--- config.mk ---
export PLATFORM = sky130hd
export DESIGN_NAME = hsl_saturation_adjust
export DESIGN_NICKNAME = d
export VERILOG_FILES = /design/src/hdl/hsl_sa_pkg.sv /design/src/hdl/hsl_sa_div.sv /design/src/hdl/hsl_saturation_adjust.sv
export VERILOG_INCLUDE_DIRS = /design/src /design/src/hdl
export SDC_FILE = /design/constraint.sdc
export NUM_CORES = 2
export LEC_CHECK = 0
export ABC_CLOCK_PERIOD_IN_PS = 106200
export BUFFER_PORTS_ARGS = -buffer_cell sky130_fd_sc_hd__buf_2
export CORE_MARGIN = 2
export CORE_UTILIZATION = 60
export CTS_CLUSTER_DIAMETER = 200
export DETAILED_ROUTE_END_ITERATION = 10
export PLACE_DENSITY = 0.88
export SLEW_MARGIN = 20
export SYNTH_ARGS = -nofsm -noshare
export SYNTH_HDL_FRONTEND = slang
export SYNTH_SLANG_ARGS = --single-unit
--- constraint.sdc ---
create_clock -name clk -period 106.2 [get_ports clk]
set_input_delay 21.24 -clock clk [delete_from_list [all_inputs] [get_ports clk]]
set_output_delay 21.24 -clock clk [all_outputs]
set_load 0.1 [all_outputs]
--- src/hdl/hsl_saturation_adjust_assert.svh ---
`ifndef HSL_SATURATION_ADJUST_ASSERT_SVH
`define HSL_SATURATION_ADJUST_ASSERT_SVH

// check a condition on the next cycle
`define HSL_SA_ASSERT_NEXT(label, ante, cons) \
  label: assert property (@(posedge clk) disable iff (!rst_n) (ante) |=> (cons)) \
    else $error("hsl_sa next-cycle check failed");

// check a condition in the same cycle
`define HSL_SA_ASSERT_NOW(label, ante, cons) \
  label: assert property (@(posedge clk) disable iff (!rst_n) (ante) |-> (cons)) \
    else $error("hsl_sa same-cycle check failed");

`endif

--- src/hdl/hsl_sa_pkg.sv ---
package hsl_sa_pkg;

  localparam int unsigned CH_W    = 8;
  localparam int unsigned SUM_W   = 9;
  localparam int unsigned QUOT_W  = 24;
  localparam int unsigned DIV_STG = 24;
  localparam int unsigned PROD_W  = 36;

  typedef struct packed {
    logic [2:0][CH_W-1:0] ch;
    logic [SUM_W-1:0]     sum;
    logic                 neg;
    logic                 gray;
  } side_t;

endpackage

--- src/hdl/hsl_sa_div.sv ---
module hsl_sa_div (
  input  logic                                clk,
  input  logic                                rst_n,
  input  logic                                en,
  input  logic                                in_valid,
  input  logic [hsl_sa_pkg::CH_W-1:0]         in_num_hi,
  input  logic [hsl_sa_pkg::CH_W-1:0]         in_divisor,
  input  hsl_sa_pkg::side_t                   in_side,
  output logic                                out_valid,
  output logic [hsl_sa_pkg::QUOT_W-1:0]       out_quot,
  output hsl_sa_pkg::side_t                   out_side
);

  localparam int unsigned N = hsl_sa_pkg::DIV_STG;
  localparam int unsigned W = hsl_sa_pkg::CH_W;
  localparam int unsigned Q = hsl_sa_pkg::QUOT_W;

  logic [N-1:0]      vld_r;
  logic [W-1:0]      rem_r   [N];
  logic [Q-1:0]      sh_r    [N];
  logic [W-1:0]      dv_r    [N];
  hsl_sa_pkg::side_t side_r  [N];

  logic [W-1:0]      rem_nxt [N];
  logic [Q-1:0]      sh_nxt  [N];
  logic [N-1:0]      vld_nxt;
  logic [W-1:0]      dv_nxt  [N];
  hsl_sa_pkg::side_t side_nxt[N];

  always_comb begin
    logic [W-1:0] rem_src;
    logic [Q-1:0] sh_src;
    logic [W:0]   t;
    logic         ge;
    for (int k = 0; k < N; k++) begin
      if (k == 0) begin
        rem_src     = '0;
        sh_src      = {in_num_hi, {(Q-W){1'b0}}};
        dv_nxt[k]   = in_divisor;
        vld_nxt[k]  = in_valid;
        side_nxt[k] = in_side;
      end else begin
        rem_src     = rem_r[k-1];
        sh_src      = sh_r[k-1];
        dv_nxt[k]   = dv_r[k-1];
        vld_nxt[k]  = vld_r[k-1];
        side_nxt[k] = side_r[k-1];
      end
      t  = {rem_src, sh_src[Q-1]};
      ge = (t >= {1'b0, dv_nxt[k]});
      rem_nxt[k] = ge ? W'(t - {1'b0, dv_nxt[k]}) : t[W-1:0];
      sh_nxt[k]  = {sh_src[Q-2:0], ge};
    end
  end

  always_ff @(posedge clk) begin
    if (!rst_n) begin
      vld_r <= '0;
    end else if (en) begin
      vld_r <= vld_nxt;
    end
  end

  always_ff @(posedge clk) begin
    if (en) begin
      for (int k = 0; k < N; k++) begin
        rem_r[k]  <= rem_nxt[k];
        sh_r[k]   <= sh_nxt[k];
        dv_r[k]   <= dv_nxt[k];
        side_r[k] <= side_nxt[k];
      end
    end
  end

  assign out_valid = vld_r[N-1];
  assign out_quot  = sh_r[N-1];
  assign out_side  = side_r[N-1];

endmodule

--- src/hdl/hsl_saturation_adjust.sv ---
// channel | dir | tdata (low bit up)                  | tuser/tlast
// in_     | in  | blue_in, green_in, red_in (8 each)  | none
// out_    | out | blue_out, green_out, red_out        | none
// cfg_    | in  | saturation_percent (8, signed)      | none
// One pixel per cycle unless the output stalls; the pipe has 3 front stages, 24 divider stages,
// a multiply stage and a clip stage. The 24-stage restoring divider sets the depth.
// rst_n clears all valid bits and sets the percent to 0.
// out_tready low with a result waiting freezes the whole pipe; in_tready follows.
`include "hsl_saturation_adjust_assert.svh"

module hsl_saturation_adjust (
  input  logic        clk,
  input  logic        rst_n,
  input  logic        in_tvalid,
  output logic        in_tready,
  input  logic [23:0] in_tdata,   // blue_in, green_in, red_in
  output logic        out_tvalid,
  input  logic        out_tready,
  output logic [23:0] out_tdata,  // blue_out, green_out, red_out
  input  logic        cfg_we,
  input  logic [7:0]  cfg_wdata   // saturation_percent
);

  localparam int unsigned W = hsl_sa_pkg::CH_W;
  localparam int unsigned S = hsl_sa_pkg::SUM_W;
  localparam int unsigned Q = hsl_sa_pkg::QUOT_W;
  localparam int unsigned P = hsl_sa_pkg::PROD_W;

  logic signed [7:0] pct_r;
  logic              en;

  always_ff @(posedge clk) begin
    if (!rst_n) begin
      pct_r <= '0;
    end else if (cfg_we) begin
      pct_r <= cfg_wdata;
    end
  end

  assign en        = out_tready || !out_tvalid;
  assign in_tready = en;

  // stage 1
  logic signed [7:0]    p_nxt, p1_r;
  logic [2:0][W-1:0]    ch1_r;
  logic                 v1_r;

  always_comb begin
    if (pct_r > 8'sd100) begin
      p_nxt = 8'sd100;
    end else if (pct_r < -8'sd100) begin
      p_nxt = -8'sd100;
    end else begin
      p_nxt = pct_r;
    end
  end

  // stage 2
  logic [W-1:0]         mx_nxt, mn_nxt, mx2_r, mn2_r;
  logic [2:0][W-1:0]    ch2_r;
  logic signed [7:0]    p2_r;
  logic                 v2_r;

  always_comb begin
    mx_nxt = ch1_r[0];
    mn_nxt = ch1_r[0];
    for (int i = 1; i < 3; i++) begin
      if (ch1_r[i] > mx_nxt) begin
        mx_nxt = ch1_r[i];
      end
      if (ch1_r[i] < mn_nxt) begin
        mn_nxt = ch1_r[i];
      end
    end
  end

  // stage 3
  logic [S-1:0]  sum2, den2;
  logic [W-1:0]  d2;
  logic [15:0]   lhs, rhs;
  logic [6:0]    pmag;
  logic [W-1:0]  num_nxt, dv_nxt, num3_r, dv3_r;
  hsl_sa_pkg::side_t side_nxt, side3_r;
  logic          v3_r;

  always_comb begin
    sum2 = {1'b0, mx2_r} + {1'b0, mn2_r};
    d2   = mx2_r - mn2_r;
    den2 = (sum2 < S'(255)) ? sum2 : S'(10'd510 - {1'b0, sum2});
    pmag = p2_r[6:0];
    lhs  = 16'(pmag) * 16'(den2) + 16'(d2) * 16'd100;
    rhs  = 16'(den2) * 16'd100;
    side_nxt.ch   = ch2_r;
    side_nxt.sum  = sum2;
    side_nxt.neg  = p2_r[7];
    side_nxt.gray = (d2 == '0);
    if (side_nxt.gray) begin
      num_nxt = '0;
      dv_nxt  = W'(1);
    end else if (p2_r[7]) begin
      num_nxt = W'(p2_r + 8'sd100);
      dv_nxt  = W'(100);
    end else if (lhs >= rhs) begin
      num_nxt = W'(den2 - S'(d2));
      dv_nxt  = d2;
    end else begin
      num_nxt = W'(pmag);
      dv_nxt  = W'(100) - W'(pmag);
    end
  end

  always_ff @(posedge clk) begin
    if (!rst_n) begin
      v1_r <= 1'b0;
      v2_r <= 1'b0;
      v3_r <= 1'b0;
    end else if (en) begin
      v1_r <= in_tvalid;
      v2_r <= v1_r;
      v3_r <= v2_r;
    end
  end

  always_ff @(posedge clk) begin
    if (en) begin
      ch1_r   <= in_tdata;
      p1_r    <= p_nxt;
      mx2_r   <= mx_nxt;
      mn2_r   <= mn_nxt;
      ch2_r   <= ch1_r;
      p2_r    <= p1_r;
      num3_r  <= num_nxt;
      dv3_r   <= dv_nxt;
      side3_r <= side_nxt;
    end
  end

  logic              vq;
  logic [Q-1:0]      quot;
  hsl_sa_pkg::side_t sideq;

  hsl_sa_div u_div (
    .clk        (clk),
    .rst_n      (rst_n),
    .en         (en),
    .in_valid   (v3_r),
    .in_num_hi  (num3_r),
    .in_divisor (dv3_r),
    .in_side    (side3_r),
    .out_valid  (vq),
    .out_quot   (quot),
    .out_side   (sideq)
  );

  // multiply stage
  logic signed [P-1:0] prod_nxt [3];
  logic signed [P-1:0] base_nxt [3];
  logic signed [P-1:0] prod_r   [3];
  logic signed [P-1:0] base_r   [3];
  logic [2:0][W-1:0]   chm_r;
  logic                graym_r, vm_r;

  always_comb begin
    logic signed [S+1:0] dd;
    for (int i = 0; i < 3; i++) begin
      dd = $signed({2'b00, sideq.ch[i], 1'b0}) - $signed({2'b00, sideq.sum});
      prod_nxt[i] = P'(dd * $signed({1'b0, quot}));
      if (sideq.neg) begin
        base_nxt[i] = $signed(P'({sideq.sum, 16'd0}));
      end else begin
        base_nxt[i] = $signed(P'({sideq.ch[i], 17'd0}));
      end
    end
  end

  // clip stage
  logic [2:0][W-1:0] res_nxt, res_r;
  logic              vo_r;

  always_comb begin
    logic signed [P-1:0] t;
    for (int i = 0; i < 3; i++) begin
      t = base_r[i] + prod_r[i];
      if (graym_r) begin
        res_nxt[i] = chm_r[i];
      end else if (t <= 0) begin
        res_nxt[i] = '0;
      end else if (t[P-1:17] > (P-17)'(255)) begin
        res_nxt[i] = '1;
      end else begin
        res_nxt[i] = t[24:17];
      end
    end
  end

  always_ff @(posedge clk) begin
    if (!rst_n) begin
      vm_r <= 1'b0;
      vo_r <= 1'b0;
    end else if (en) begin
      vm_r <= vq;
      vo_r <= vm_r;
    end
  end

  always_ff @(posedge clk) begin
    if (en) begin
      for (int i = 0; i < 3; i++) begin
        prod_r[i] <= prod_nxt[i];
        base_r[i] <= base_nxt[i];
      end
      chm_r   <= sideq.ch;
      graym_r <= sideq.gray;
      res_r   <= res_nxt;
    end
  end

  assign out_tvalid = vo_r;
  assign out_tdata  = res_r;

  `HSL_SA_ASSERT_NOW(a_pct_clamped, v1_r, (p1_r <= 8'sd100 && p1_r >= -8'sd100))
  `HSL_SA_ASSERT_NEXT(a_stall_freeze, (out_tvalid && !out_tready), ($stable(vm_r) && $stable(vq)))
  `HSL_SA_ASSERT_NOW(a_gray_divisor, (v3_r && side3_r.gray), (dv3_r != '0))
  `HSL_SA_ASSERT_NOW(a_divisor_nonzero, v3_r, (dv3_r != '0))

endmodule
After elaboration in Yosys (flattened, before gate mapping)
Memory sizes are Yosys's and may differ from the RTL's.
Index checks and enable logic that the tools add are counted.
{"block": "word_totals", "reg_bits": 217, "latchBits": 0, "ramBits": 1983, "romBits": 0, "output_inout_bits": 26, "word_cells": 174, "memories": 6}
{"name": "u_div.side_r", "words": 24, "width": 35, "read_ports": 24, "rd_ports_with_merged_regs": 0, "wr": 24, "line_no": "hsl_sa_div.sv:22", "text": "hsl_sa_pkg::side_t side_r [N];"}
{"name": "u_div.sh_r", "words": 24, "width": 24, "read_ports": 24, "rd_ports_with_merged_regs": 0, "wr": 24, "line_no": "hsl_sa_div.sv:20", "text": "logic [Q-1:0] sh_r [N];"}
{"name": "u_div.dv_r", "words": 24, "width": 8, "read_ports": 23, "rd_ports_with_merged_regs": 0, "wr": 24, "line_no": "hsl_sa_div.sv:21", "text": "logic [W-1:0] dv_r [N];"}
{"name": "u_div.rem_r", "words": 24, "width": 8, "read_ports": 23, "rd_ports_with_merged_regs": 0, "wr": 24, "line_no": "hsl_sa_div.sv:19", "text": "logic [W-1:0] rem_r [N];"}
{"name": "prod_r", "words": 3, "width": 36, "read_ports": 3, "rd_ports_with_merged_regs": 0, "wr": 3, "line_no": "hsl_saturation_adjust.sv:158", "text": "logic signed [P-1:0] prod_r [3];"}
{"name": "base_r", "words": 3, "width": 25, "read_ports": 3, "rd_ports_with_merged_regs": 0, "wr": 3, "line_no": "hsl_saturation_adjust.sv:159", "text": "logic signed [P-1:0] base_r [3];"}
{"block": "classes", "n_addsub": 37, "mul": 6, "div": 0, "n_lt_le_gt_ge": 38, "n_eq_ne": 0, "n_shift": 0, "n_mux": 48, "bitwise_logic": 0, "reduce_logical": 5}
{"operator": "$mux W8", "count": 41}
{"operator": "$ge A9 B8 Y1", "count": 23}
{"operator": "$sub A8 B8 Y8", "count": 25}
{"operator": "$add A36 B36 Y36", "count": 3}
{"operator": "$le A36 B1 Y1 const B", "count": 3}
{"operator": "$mul A10 B25 Y35", "count": 3}
{"operator": "$mux W25", "count": 3}
{"operator": "$gt A19 B8 Y1 const B", "count": 3}
{"operator": "$sub A9 B9 Y10", "count": 3}
{"operator": "$add A16 B15 Y16", "count": 1}
{"operator": "$ge A16 B16 Y1", "count": 1}
{"operator": "$gt A8 B8 Y1", "count": 2}
{"operator": "$lt A8 B8 Y1", "count": 2}
{"operator": "$mul A7 B9 Y16", "count": 1}
{"operator": "$mul A9 B5 Y14 const B", "count": 1}
{"operator": "$mul A8 B5 Y13 const B", "count": 1}
{"operator": "$add A8 B8 Y9", "count": 1}
{"operator": "$lt A9 B8 Y1 const B", "count": 1}
{"operator": "$mux W9", "count": 1}
{"operator": "$sub A9 B9 Y9 const A", "count": 1}
{"operator": "$add A8 B8 Y8 const B", "count": 1}
{"operator": "$ge A1 B8 Y1", "count": 1}
{"operator": "$gt A8 B8 Y1 const B", "count": 1}
{"operator": "$logic_not A8 Y1", "count": 1}
{"operator": "8 further kinds", "count": 10}

Logic depth before layout (Yosys ltp)
{"block": "logic_depth", "depth_word": 8, "depth_mapped": 40, "ltp_nobuf": 39}

Cells and area by module
From an unflattened synthesis, not the netlist that was laid out.
{"block": "unflattened", "hier_cells": 7373, "area_unflattened_um2": 100433.8}
{"mod": "hsl_sa_div", "instances": 1, "cells_each": 3066, "area_each_um2": 57477.6}
{"mod": "hsl_saturation_adjust", "instances": 1, "cells_each": 4307, "area_each_um2": 42956.2}

Worst setup path after synthesis
OpenSTA, ideal clock, no wires.
{"block": "synth_timing", "path_type": "input-to-output", "startpoint": "in out_tready", "endpoint": "out in_tready", "t_arrival_ns": 71.264, "t_required_ns": 84.960, "setup_slack_ns": 13.696, "stages": 3, "cell_sequence": "nor2b_1 inv_1 clkbuf_1"}
{"block": "synth_between", "elab_chain_cells": 1}
{"element": "from (decl)", "line_no": "hsl_saturation_adjust.sv:18", "text": "input logic out_tready,"}
{"element": "$logic_or A1 B1 Y1", "line_no": "hsl_saturation_adjust.sv:40", "text": "assign en = out_tready || !out_tvalid;"}
{"element": "to (decl)", "line_no": "hsl_saturation_adjust.sv:15", "text": "output logic in_tready,"}
Every way passes these cells.

Worst setup path after layout
Ends and elaborated chain as after synthesis.

==> out/qor.txt <==
Outcome -> finished clean
TritonCTS sink count -> 1851
WHS -> 0.373 ns
Antenna viol nets, final -> 0
Clock skew -> 0.0703 ns
#FFs+latches synth -> 1851
CP required -> 84.96 ns
Post-synth ARST share -> 0
Detailed Route Iter0 Violations -> 4799
Fin. Hold Viols -> 0
Cells after DPL -> 9249
Yosys top cell by area -> edfxtp_1
Mapped Cells -> 7137
Cts repair resizes -> 0
Overall Global Routing Usage -> 0.232
IO Pins -> 63
EDFF count, synth -> 1814
Critical path class -> in2out
DP Wirelength -> 123000 um
Routed len/inst -> 20.0 um
Final setup fails -> 0
Grt ovf -> 0
Fmax -> 22.8 MHz
Post-synth top flop -> edfxtp_1
Sequential area share after synthesis -> 0.566
Syn avg cell area -> 13.7 um2
Vias in the first global route -> 59300
Die width -> 407 um
Final worst slack -> 62.26 ns
Post-synth cell types -> 79
Setup TNS Final -> 0 ns
# port buffers -> 62
Hold/Removal Path Class -> reg2reg
Max_slew headroom -> 0.192
Row count -> 147
Mapped Area -> 0.0975 mm2
Top cells by count, synth -> edfxtp_1 (1814), inv_1 (966), ha_1 (678), fa_1 (610), nand2_1 (564)
Crit share post-route -> 0.414
Syn Nets -> 8462
CP max stage cell -> buf_2
Layout Nets -> 8593
Ys Warns -> 0
Top cells by area, synth -> edfxtp_1 (56%), fa_1 (13%), ha_1 (8.7%)
CORE AREA -> 0.161 mm2
Die Y -> 407 um
Minimum clock period -> 43.94 ns
GPL Wtd Cong -> 0.902
Max-slew violation total from the final report -> 0
DR vias/cell -> 5.83
CTS tree -> yes
CTS Buf Count -> 175
Largest net degree at the start of global routing -> 212
DP Worst Slack -> 62.26 ns
Crit path launch -> out_tready
Clk Latency, worst-skew pair -> 0.83 ns
Share of the synthesized area in the top cell type -> 0.559
Initial cell density of the core -> 0.606
Via total after detailed routing -> 55800
Max_cap viols -> 0
CTS Hold Bufs -> 0
Full die area -> 0.166 mm2
Post-CTS Setup Inserts -> 0
RR Startpoint -> mx2_r[0]
Initial antenna violation count -> 6
Arrival @ worst endpoint -> 22.70 ns
Layout cells sized above 1 -> 0.0834
Crit-path max cell delay -> 0.55 ns
Most frequent CP cell -> buf_2
Hold Startpoint -> u_div.side_r[5][61]
FF-to-FF setup slack -> 95.59 ns
Root Buffer -> clkbuf_16
Area growth syn-to-layout -> 9.14%
# H-tree levels -> 4
Crit path max fanout -> 99
Startpoint types -> input pin
Final std cells w/o fill -> 9573
Global-route wire length before repair -> 308000 um
DRC violations left -> 0
Kind of end point of the critical path -> output port
First drt pass iteration count -> 8
Clk slew on worst S/H paths -> 0.06 ns
Top-count cell post-synth -> edfxtp_1
Routed WL -> 192000 um
Cell Chain, Critical Path -> buf_2 -> nor2b_2 -> buf_4 -> inv_8 -> buf_2
Clk buf depth -> 3
Worst slew pin tran -> 1.21 ns
Unrepaired setup endpoints after global routing -> false
-- flip-flops by register name (all words and copies together), names as in the netlist, 24 cells and up --
register / cells
u_div.rem_r: 184
chm_r: 24
prod_r: 73
base_r: 25
ch2_r: 24
u_div.side_r: 840
out_tdata: 24
u_div.dv_r: 184
ch1_r: 24
u_div.vld_r: 24
u_div.sh_r: 328
side3_r: 35
-- metal layers --
metal / routed length [um] / track usage / up-vias
li1: - / - / 24900
met1: 69600 / 0.276 / 27500
met2: 98300 / 0.409 / 2576
met3: 13400 / 0.0397 / 759
met4: 10500 / 0.117 / 8
met5: 69 / 0 / -
-- critical path: cells and delay by family --
kind / cells / cell delay, ns
buf+inv: 4 / 1.35
simple gates: 1 / 0.03
-- path summary, 6_finish.rpt --
path	end	depth (start not counted)
worst max-delay path	in_tready	5
worst min-delay path	u_div.side_r[5][96]	0
worst max register to register	dv3_r[4]	34
worst min register to register	u_div.side_r[5][96]	0
-- cell type report --
| type | instances | area, um2 |
|---|---|---|
| clock inverter | 111 | 1350 |
| tap | 2160 | 2700 |
| inverter | 967 | 3640 |
| multi-input combinational | 4137 | 38000 |
| timing repair buffer | 136 | 922 |
| fill | 10400 | 54500 |
| clock buffer | 209 | 4560 |
| antenna | 2 | 5.00 |
| sequential | 1851 | 55200 |
-- through the flow --
stage	area [um2]	utilization
2_1_floorplan	97500	-
3_3_place_gp	100000	0.624
3_5_place_dp	100000	0.624
4_1_cts	106000	0.661
5_1_grt	106000	0.661
6_report	106000	0.661
-- logic make-up after synthesis --
group | share of synthesized area
DFF | 0.566
and+or+nand+nor | 0.0805
adders and majority gates | 0.212
buffers and inverters | 0.0443
AOI/OAI and AO/OA | 0.0570
xor gates and xnor gates | 0.0202
muxes | 0.0196
-- cell usage in the layout (no fill, tap or decap), types with 25 or more instances in the layout --
cell type	instances
nand2b_1	47
nor2_1	306
a21o_1	99
nand2_1	564
xor2_1	77
nand3_1	52
clkinv_2	30
nor3_1	52
clkbuf_1	30
clkbuf_16	176
nand4_1	47
a311oi_1	25
ha_1	678
xnor2_1	139
nor2b_1	85
mux2i_1	60
edfxtp_1	1814
fa_1	609
a21boi_0	104
buf_4	67
o21a_1	42
clkinv_1	30
a21oi_1	195
and2_1	276
o21ai_0	234
mux2_2	114
inv_1	965
buf_2	62
dfxtp_1	37
or3b_2	65
Power is left out: the tool's default activity adds up to more than one toggle a clock period on the data nets, which glitch-free logic cannot reach.
